===== src/hdl/brf_pkg.sv =====
// brf_pkg: shared types and codes for the circular byte fifo
// used by brf_ctrl, brf_dp and byte_ring_fifo_top; no dependencies
package brf_pkg;

    localparam int CW = 13;
    localparam int DW = 8;

    // action codes
    localparam logic [1:0] ACT_WRITE = 2'd0;
    localparam logic [1:0] ACT_READ  = 2'd1;
    localparam logic [1:0] ACT_CLEAR = 2'd2;

    // status codes
    localparam logic [1:0] ST_OK       = 2'd0;
    localparam logic [1:0] ST_OVERFLOW = 2'd1;
    localparam logic [1:0] ST_SHORT    = 2'd2;
    localparam logic [1:0] ST_TOO_LONG = 2'd3;

    typedef struct packed {
        logic [1:0]    action;
        logic          first_of_transfer;
        logic [CW-1:0] transfer_len;
        logic [DW-1:0] write_data;
    } t_item;

    typedef struct packed {
        logic [1:0]    status;
        logic          data_valid;
        logic [DW-1:0] read_data;
        logic          last;
        logic [CW-1:0] bytes_stored;
        logic [CW-1:0] space_free;
    } t_result;

    typedef struct packed {
        logic exec_single;
        logic rd_issue;
        logic rd_last;
    } t_dp_cmd;

    typedef struct packed {
        logic len_fits;
    } t_dp_stat;

endpackage


===== src/hdl/brf_ctrl.sv =====
// brf_ctrl: item acceptance and read-burst sequencer
// depends on brf_pkg; drives brf_dp through t_dp_cmd
module brf_ctrl #(
    parameter int MAX_READ = 64
) (
    input  logic               i_clk,
    input  logic               i_rst_n,
    input  logic               start,
    output logic               busy,
    input  brf_pkg::t_item     i_item,
    input  brf_pkg::t_dp_stat  i_stat,
    output brf_pkg::t_dp_cmd   o_cmd
);
    import brf_pkg::*;

    localparam int RCW = $clog2(MAX_READ + 1);
    localparam logic [CW-1:0] MAX_LEN = CW'(MAX_READ);

    typedef enum logic [1:0] {
        S_IDLE = 2'b01,
        S_READ = 2'b10
    } t_state;

    t_state          r_state, n_state;
    logic [RCW-1:0]  r_rd_left, n_rd_left;
    logic            accept;
    logic            go_read;

    assign busy   = (r_state == S_READ);
    assign accept = start && !busy;
    assign go_read = (i_item.action == ACT_READ) && (i_item.transfer_len != '0)
                     && (i_item.transfer_len <= MAX_LEN) && i_stat.len_fits;

    always_comb begin
        n_state   = r_state;
        n_rd_left = r_rd_left;
        o_cmd     = '0;
        unique case (r_state)
            S_IDLE: begin
                if (accept) begin
                    if (go_read) begin
                        n_state   = S_READ;
                        n_rd_left = i_item.transfer_len[RCW-1:0];
                    end else begin
                        o_cmd.exec_single = 1'b1;
                    end
                end
            end
            S_READ: begin
                o_cmd.rd_issue = 1'b1;
                o_cmd.rd_last  = (r_rd_left == RCW'(1));
                n_rd_left      = r_rd_left - RCW'(1);
                if (r_rd_left == RCW'(1)) begin
                    n_state = S_IDLE;
                end
            end
            default: begin
                n_state = S_IDLE;
            end
        endcase
    end

    always_ff @(posedge i_clk) begin
        if (!i_rst_n) begin
            r_state   <= S_IDLE;
            r_rd_left <= '0;
        end else begin
            r_state   <= n_state;
            r_rd_left <= n_rd_left;
        end
    end

`ifndef SYNTHESIS
    a_burst_ends: assert property (@(posedge i_clk) disable iff (!i_rst_n)
        (r_state == S_READ && r_rd_left == RCW'(1)) |=> (r_state == S_IDLE))
        else $error("read burst did not end after its last byte");
    a_burst_nonzero: assert property (@(posedge i_clk) disable iff (!i_rst_n)
        o_cmd.rd_issue |-> (r_rd_left != '0))
        else $error("read issued with no bytes left");
    a_no_single_in_burst: assert property (@(posedge i_clk) disable iff (!i_rst_n)
        (r_state == S_READ) |-> !o_cmd.exec_single)
        else $error("single-result item executed during a read burst");
`endif

endmodule


===== config.mk =====
export PLATFORM = sky130hd
export DESIGN_NAME = brf_ctrl
export DESIGN_NICKNAME = d
export VERILOG_FILES = /design/src/hdl/brf_pkg.sv /design/src/hdl/brf_ctrl.sv
export SDC_FILE = /design/constraint.sdc
export NUM_CORES = 1
export LEC_CHECK = 0
export BUFFER_PORTS_ARGS = -buffer_cell sky130_fd_sc_hd__buf_2
export CAP_MARGIN = 20
export CORE_MARGIN = 2
export CORE_UTILIZATION = 25
export DETAILED_ROUTE_END_ITERATION = 12
export SLEW_MARGIN = 10
export SYNTH_ARGS = -nofsm -noshare
export SYNTH_HDL_FRONTEND = slang
export SYNTH_SLANG_ARGS = --single-unit

===== constraint.sdc =====
create_clock -name i_clk -period 2.75 [get_ports i_clk]
set_clock_uncertainty 0.05 [all_clocks]
set_input_delay 0.55 -clock i_clk [delete_from_list [all_inputs] [get_ports i_clk]]
set_output_delay 0.55 -clock i_clk [all_outputs]
set_load 0.03 [all_outputs]

# After elaboration in Yosys (flattened, before gate mapping)
# Index checks and enable logic that the tools add are counted.
[word_totals]
register_bits = 9
out_inout_bits = 4
input_bits = 28
[op_classes]
reduce_logical = 9
n_addsub = 1
n_lt_le_gt_ge = 1
mux = 11
eq_ne = 7
[op_table]
columns = ["cell", "n"]
rows = [
  ["2-to-1 mux 7 bit", 2],
  ["one-hot mux 7 bit (2 select lines)", 1],
  ["<= comparator 13 x 7 -> 1 bit, second input constant", 1],
  ["nonzero test 13 bit", 1],
  ["2-to-1 mux 2 bit", 4],
  ["equality test 7 x 1 -> 1 bit, second input constant", 1],
  ["subtractor 7 x 1 -> 7 bit, second input constant", 1],
  ["AND reduction 3 bit", 2],
  ["equality test 2 x 1 -> 1 bit, second input constant", 2],
  ["logical AND 1 bit", 4],
  ["!= test 2 bit, second input constant", 2],
  ["one-hot mux 2 bit (2 select lines)", 1],
  ["2-to-1 mux 1 bit", 3],
  ["equality test 2 bit, second input constant", 1],
  ["!= test 2 x 1 -> 1 bit, second input constant", 1],
  ["nonzero test 2 bit", 1],
  ["logical NOT 1 bit", 1],
]

# Depth between registers and ports, before layout
# Gate-level depths: netlist of the first run.
[logic_depth]
ltp_word = 7
depth_mapped = 6
mapped_depth_nobuf = 6

# Worst setup path after synthesis of the first run
# No wires, ideal clock.
[synth_timing]
path_type = "in2out"
from = "in i_item[13] (netlist bit)"
to = "out o_cmd[2] (netlist bit)"
t_required_ns = 2.150
cell_stages = 3
t_arrival_ns = 2.143
setup_slack_ns = 0.007
path_buffers = 0
path_cell_list = "or4_4 or4_4 a31oi_1"
[synth_rtl]
columns = ["element", "line_no", "source"]
rows = [
  ["start, declared", "brf_ctrl.sv:10", "input brf_pkg::t_item i_item,"],
  ["end, declared", "brf_ctrl.sv:12", "output brf_pkg::t_dp_cmd o_cmd"],
]

==> results_dict.tcl, run 1 <==
set metrics [dict create \
    final_cell_mix "buf_2, dfxtp_1, nor2_1" \
    n_antenna_cell 0 \
    power_per_cell_area_nw_per_um2 355 \
    hp-class "register to register" \
    hold_viol_final 0 \
    wirelength_microns 1470 \
    synth-edff-count 0 \
    startpoint_type "input port" \
    nNetsFinal 125 \
    cp-end-kind "primary output" \
    die-area_sq_um 2730 \
    synth.cell_area_sq_um 583 \
    cts_setup_buffers 0 \
    routedWlPerCell_microns 12.0 \
    yosysWarnings 0 \
    worst_pin_slew_ps 313 \
    grt_first_pass_wirelength_microns 2340 \
    ir_worst_vdd_v 0.000225 \
    setup_viol 0 \
    htree_levels 1 \
    yosysSeqAreaShare_pct 30.9 \
    layout_commonest_cell "buf_2" \
    nFillCells 248 \
    use_met1_pct 14.4 \
    ctsHoldBuffers 0 \
    cts_tree "built" \
    clk_pin_slew_ps 60 \
    hpwlAfterDp_microns 1130 \
    grt_max_degree 12 \
    ys_types 33 \
    cp_max_fo 3 \
    multi_input_area_sq_um 377 \
    drcViolationCount 0 \
    drt_iter0_markers 17 \
    fmax_mhz 376 \
    clock_sinks 9 \
    io_pins 32 \
    met3_usage_pct 5.14 \
    die_h_microns 52.3 \
    maxCapViolations 0 \
    grt_setup_unrepaired "false" \
    via_per_inst 5.16 \
    gp_congestion 0.723 \
    clk_path_buf_depth 2 \
    cts_made_buffers 3 \
    gr-max-usage-layer "met2" \
    seqCellArea_sq_um 180 \
    crit_arrival_ps 2060 \
    syn2layout_area_growth_pct 28.1 \
    netlist_instances 69 \
    cts_root_buf "clkbuf_4" \
    die_w_microns 52.3 \
    period_minus_slack_ps 2660 \
    ctsResizeCount 0 \
    slew_viol_final 0 \
    synth_seq_cells 9 \
    crit_required_ps 2150 \
    slew_headroom_pct 79.1 \
    grt_use_total_pct 11.4 \
    synth_flop_cell "dfxtp_1" \
    clk_latency_ps 260 \
    power_mw 0.265 \
    grt_pass1_vias 576 \
    globalRouteMet2Util_pct 18.3 \
    p_leak_nw 0.315 \
    via_count 630 \
    io_buffers 22 \
    critical_path_class "input port to primary output" \
    gr-total-overflow 0 \
    core_sq_um 2210 \
    initial_utilization_pct 26.4 \
    layout-drive-gt1-share_pct 34.0 \
    post-route-period-util_pct 96.7 \
    antenna_found_initial 0 \
    postSynthAreaPerCell_sq_um 8.45 \
    syn-num-nets 99 \
    rows 17 \
    outcome "complete, no violations" \
    dr.pass1.iters 4 \
    synthArstFlopShare_pct 0 \
    ant_nets 0 \
    setup_tns_ps 0 \
]
final timing paths:
path              depth (start not counted)  slack, ps           end    startpoint
hold / removal                            2        450  r_rd_left[6]  r_rd_left[6]
setup reg to reg                          5       1140  r_rd_left[4]    r_state[1]
setup / recovery                          5         90      o_cmd[2]    i_item[13]
hold reg to reg                           2        450  r_rd_left[6]  r_rd_left[6]
metal layers:
metal  up-vias  share of wire, %
li1        310                 -
met2        37                42
met4         0                 0
met5         -                 0
met3         0                13
met1       283                45
per-stage QoR:
step	setup slack, ps	cell area [sq um]	instances	hold WS (ps)	util [%]
3_5_place_dp	76.1	721	118	427	32.6
3_3_place_gp	87.3	721	118	427	32.6
4_1_cts	81.1	747	122	446	33.8
2_1_floorplan	7.09	583	69	412	-
6_report	89.9	747	122	447	33.8
5_1_grt	9.78	747	122	456	33.8
area by class of cell:
class	count	share of cell area, %
flip-flops and latches	9	24.1
clock buffers	4	3.52
multi-input cells	54	50.4
well taps	28	4.69
repair buffers	22	14.7
inverters	5	2.51
cell families after synthesis:
kind of cell             Yosys count  synth area share (%)
AO/OA/AOI/OAI                     21                  26.8
flip-flops                         9                  30.9
AND/OR/NAND/NOR                   31                  33.5
adder cells (fa/ha/maj)            2                  4.29
buffers and inverters              6                  4.51
state kept, by name, indices dropped and copies added, names as in the netlist:
register / count
r_rd_left: 7
r_state: 2
power by group:
group          switching (mW)  internal [mW]  total [mW]
Clock                  0.0501         0.0561       0.106
Combinational          0.0144         0.0140      0.0284
Sequential          0.0000368          0.130       0.130
Total                  0.0646          0.200       0.265
worst max-delay path, stage by stage:
cell	delay, ps
buf_2	100
or4_4	570
or4_4	460
a31oi_1	170
buf_2	210
Yosys cell counts (2+ instances only):
cell type,count,share of area [%]
a211oi_1,3,3.9
a21oi_1,3,2.6
a31oi_1,5,5.4
dfxtp_1,9,31
ha_1,2,4.3
inv_1,4,2.6
nand2_1,3,1.9
nand3_1,4,3.4
nor2_1,8,5.2
nor3_1,2,1.7
o21ai_0,2,1.7
o31a_1,2,3.0
or4_4,2,3.9
(Power assumes the default switching activity.)
==> run 2, diff against run 1 <==
--- a/config.mk
+++ b/config.mk
@@ -10,6 +10,7 @@
 export CORE_MARGIN = 2
 export CORE_UTILIZATION = 25
 export DETAILED_ROUTE_END_ITERATION = 12
+export PLACE_DENSITY = 0.53
 export SLEW_MARGIN = 10
 export SYNTH_ARGS = -nofsm -noshare
 export SYNTH_HDL_FRONTEND = slang
==> constraint.sdc (replaced) <==
create_clock -name i_clk -period 2.64 [get_ports i_clk]
set_clock_uncertainty 0.05 [all_clocks]
set_input_delay 0.528 -clock i_clk [delete_from_list [all_inputs] [get_ports i_clk]]
set_output_delay 0.528 -clock i_clk [all_outputs]
set_load 0.1 [all_outputs]
==> run 2 against run 1 <==
Compared with the run above:
- cell area grew 5.9%
- core utilization rose by 2.0 points
- largest power group unchanged
- non-clock buffer count up 1
- largest cell class unchanged
- first-iteration DRC count down 94%
- critical endpoint unchanged
==> results_dict.tcl, run 2 (synthesized netlist as in run 1, its figures left out) <==
set metrics [dict create \
    maxCapViolations 0 \
    clock_sinks 9 \
    grt_max_degree 12 \
    wirelength_microns 1450 \
    regMostFlops "r_rd_left" \
    final_area_sq_um 791 \
    die_h_microns 52.3 \
    r2r_end "r_rd_left[4]" \
    hpwlAfterDp_microns 1180 \
    core_sq_um 2210 \
    power_mw 0.288 \
    hold_viol_final 0 \
    die_w_microns 52.3 \
    reg.largest.list "r_rd_left x7, r_state x2" \
    layout-drive-gt1-share_pct 35.8 \
    fmax_mhz 383 \
    grt_first_pass_wirelength_microns 2350 \
    period_minus_slack_ps 2610 \
    grt_use_total_pct 12.0 \
    crit_arrival_ps 2030 \
    hp-class "register to register" \
    die-area_sq_um 2730 \
    min_to "r_rd_left[6]" \
    cts_setup_buffers 0 \
    cp-end-kind "primary output" \
    nNetsFinal 126 \
    routed.top_layer "met4" \
    utilization_pct 35.7 \
    slew_viol_final 0 \
    clk_path_buf_depth 2 \
    rows 17 \
    routedLengthMet1_microns 677 \
    final_cell_mix "buf_2, dfxtp_1, nor2_1" \
    antenna_found_initial 0 \
    clk_latency_ps 260 \
    ctsHoldBuffers 0 \
    startpoint_type "input port" \
    drt_iter0_markers 1 \
    critical_path_class "input port to primary output" \
    setup_tns_ps 0 \
    cts_tree "built" \
    met2_length_microns 668 \
    via_per_inst 4.90 \
    ant_nets 0 \
    post-route-period-util_pct 98.9 \
    dr_wl_met3_microns 96 \
    routedWlPerCell_microns 11.8 \
    r2r_slack_ps 980 \
    hold_start "r_rd_left[6]" \
    grt_pass1_vias 559 \
    power_per_cell_area_nw_per_um2 364 \
    largest_reg_flops 7 \
    slew_headroom_pct 67.3 \
    io_pins 32 \
    hold_path_depth 2 \
    gp_congestion 0.767 \
    worst_pin_slew_ps 493 \
    cp_max_fo 2 \
    rr_startpoint "r_state[1]" \
    initial_utilization_pct 26.4 \
    layout_commonest_cell "buf_2" \
    gr-total-overflow 0 \
    ctsResizeCount 0 \
    drcViolationCount 0 \
    placed_area_sq_um 758 \
    via_count 603 \
    syn2layout_area_growth_pct 35.6 \
    io_buffers 22 \
    outcome "complete, no violations" \
    n_antenna_cell 0 \
    htree_levels 1 \
    crit_required_ps 2060 \
    grt_setup_unrepaired "false" \
    setup_viol 0 \
    cts_made_buffers 3 \
    clk_pin_slew_ps 70 \
    p_leak_nw 0.328 \
    r2r_cells 5 \
    cts_root_buf "clkbuf_4" \
    ir_worst_vdd_v 0.000216 \
    dr.pass1.iters 4 \
]
## run 2: cell types whose count changed in the layout (fill, tap and decap cells not counted)
cell	before	now
buf_6	0	1
buf_2	22	20
a31oi_4	0	1
buf_12	0	1
a31oi_1	5	4
buf_4	0	1
## run 2: how the worst max path moves through the flow
| stage | slack [ps] | from | end |
|---|---|---|---|
| 2_1_floorplan | -110 | i_item[13] | o_cmd[2] |
| 3_3_place_gp | 20 | i_item[13] | o_cmd[2] |
| 3_5_place_dp | 5 | i_item[13] | o_cmd[2] |
| 4_1_cts | 7 | i_item[13] | o_cmd[2] |
| 5_1_grt | 10 | i_item[12] | o_cmd[2] |
| 6_report | 30 | i_item[13] | o_cmd[2] |
## run 2: worst max-delay path, cell delays in order
cell     delay (ps)
buf_6            90
or4_4           530
or4_4           470
a31oi_4         210
buf_12          190
## run 2: final cells by class
cell class	count	area (sq um)
tap	28	35.0
fill	250	1420
multi-input combinational	54	392
sequential	9	180
inverter	5	18.8
clock buffer	4	26.3
timing repair buffer	23	139
## run 2: through the flow
step	hold slack, ps	worst slack, ps	instances
global placement	427	16.8	119
detailed placement	430	5.37	119
floorplan	412	-113	69
global route	438	10.1	123
finish	437	29.1	123
CTS	432	6.82	123
## run 2: per-layer routing
metal / vias up / global-route usage, %
met3: 2 / 2.29
met4: 0 / 7.69
met2: 17 / 20.0
li1: 310 / -
met1: 274 / 13.9
met5: - / 0
## run 2: power breakdown
part | switching (mW) | internal, mW
Sequential | 0.0000374 | 0.136
Clock | 0.0540 | 0.0584
Combinational | 0.0208 | 0.0192
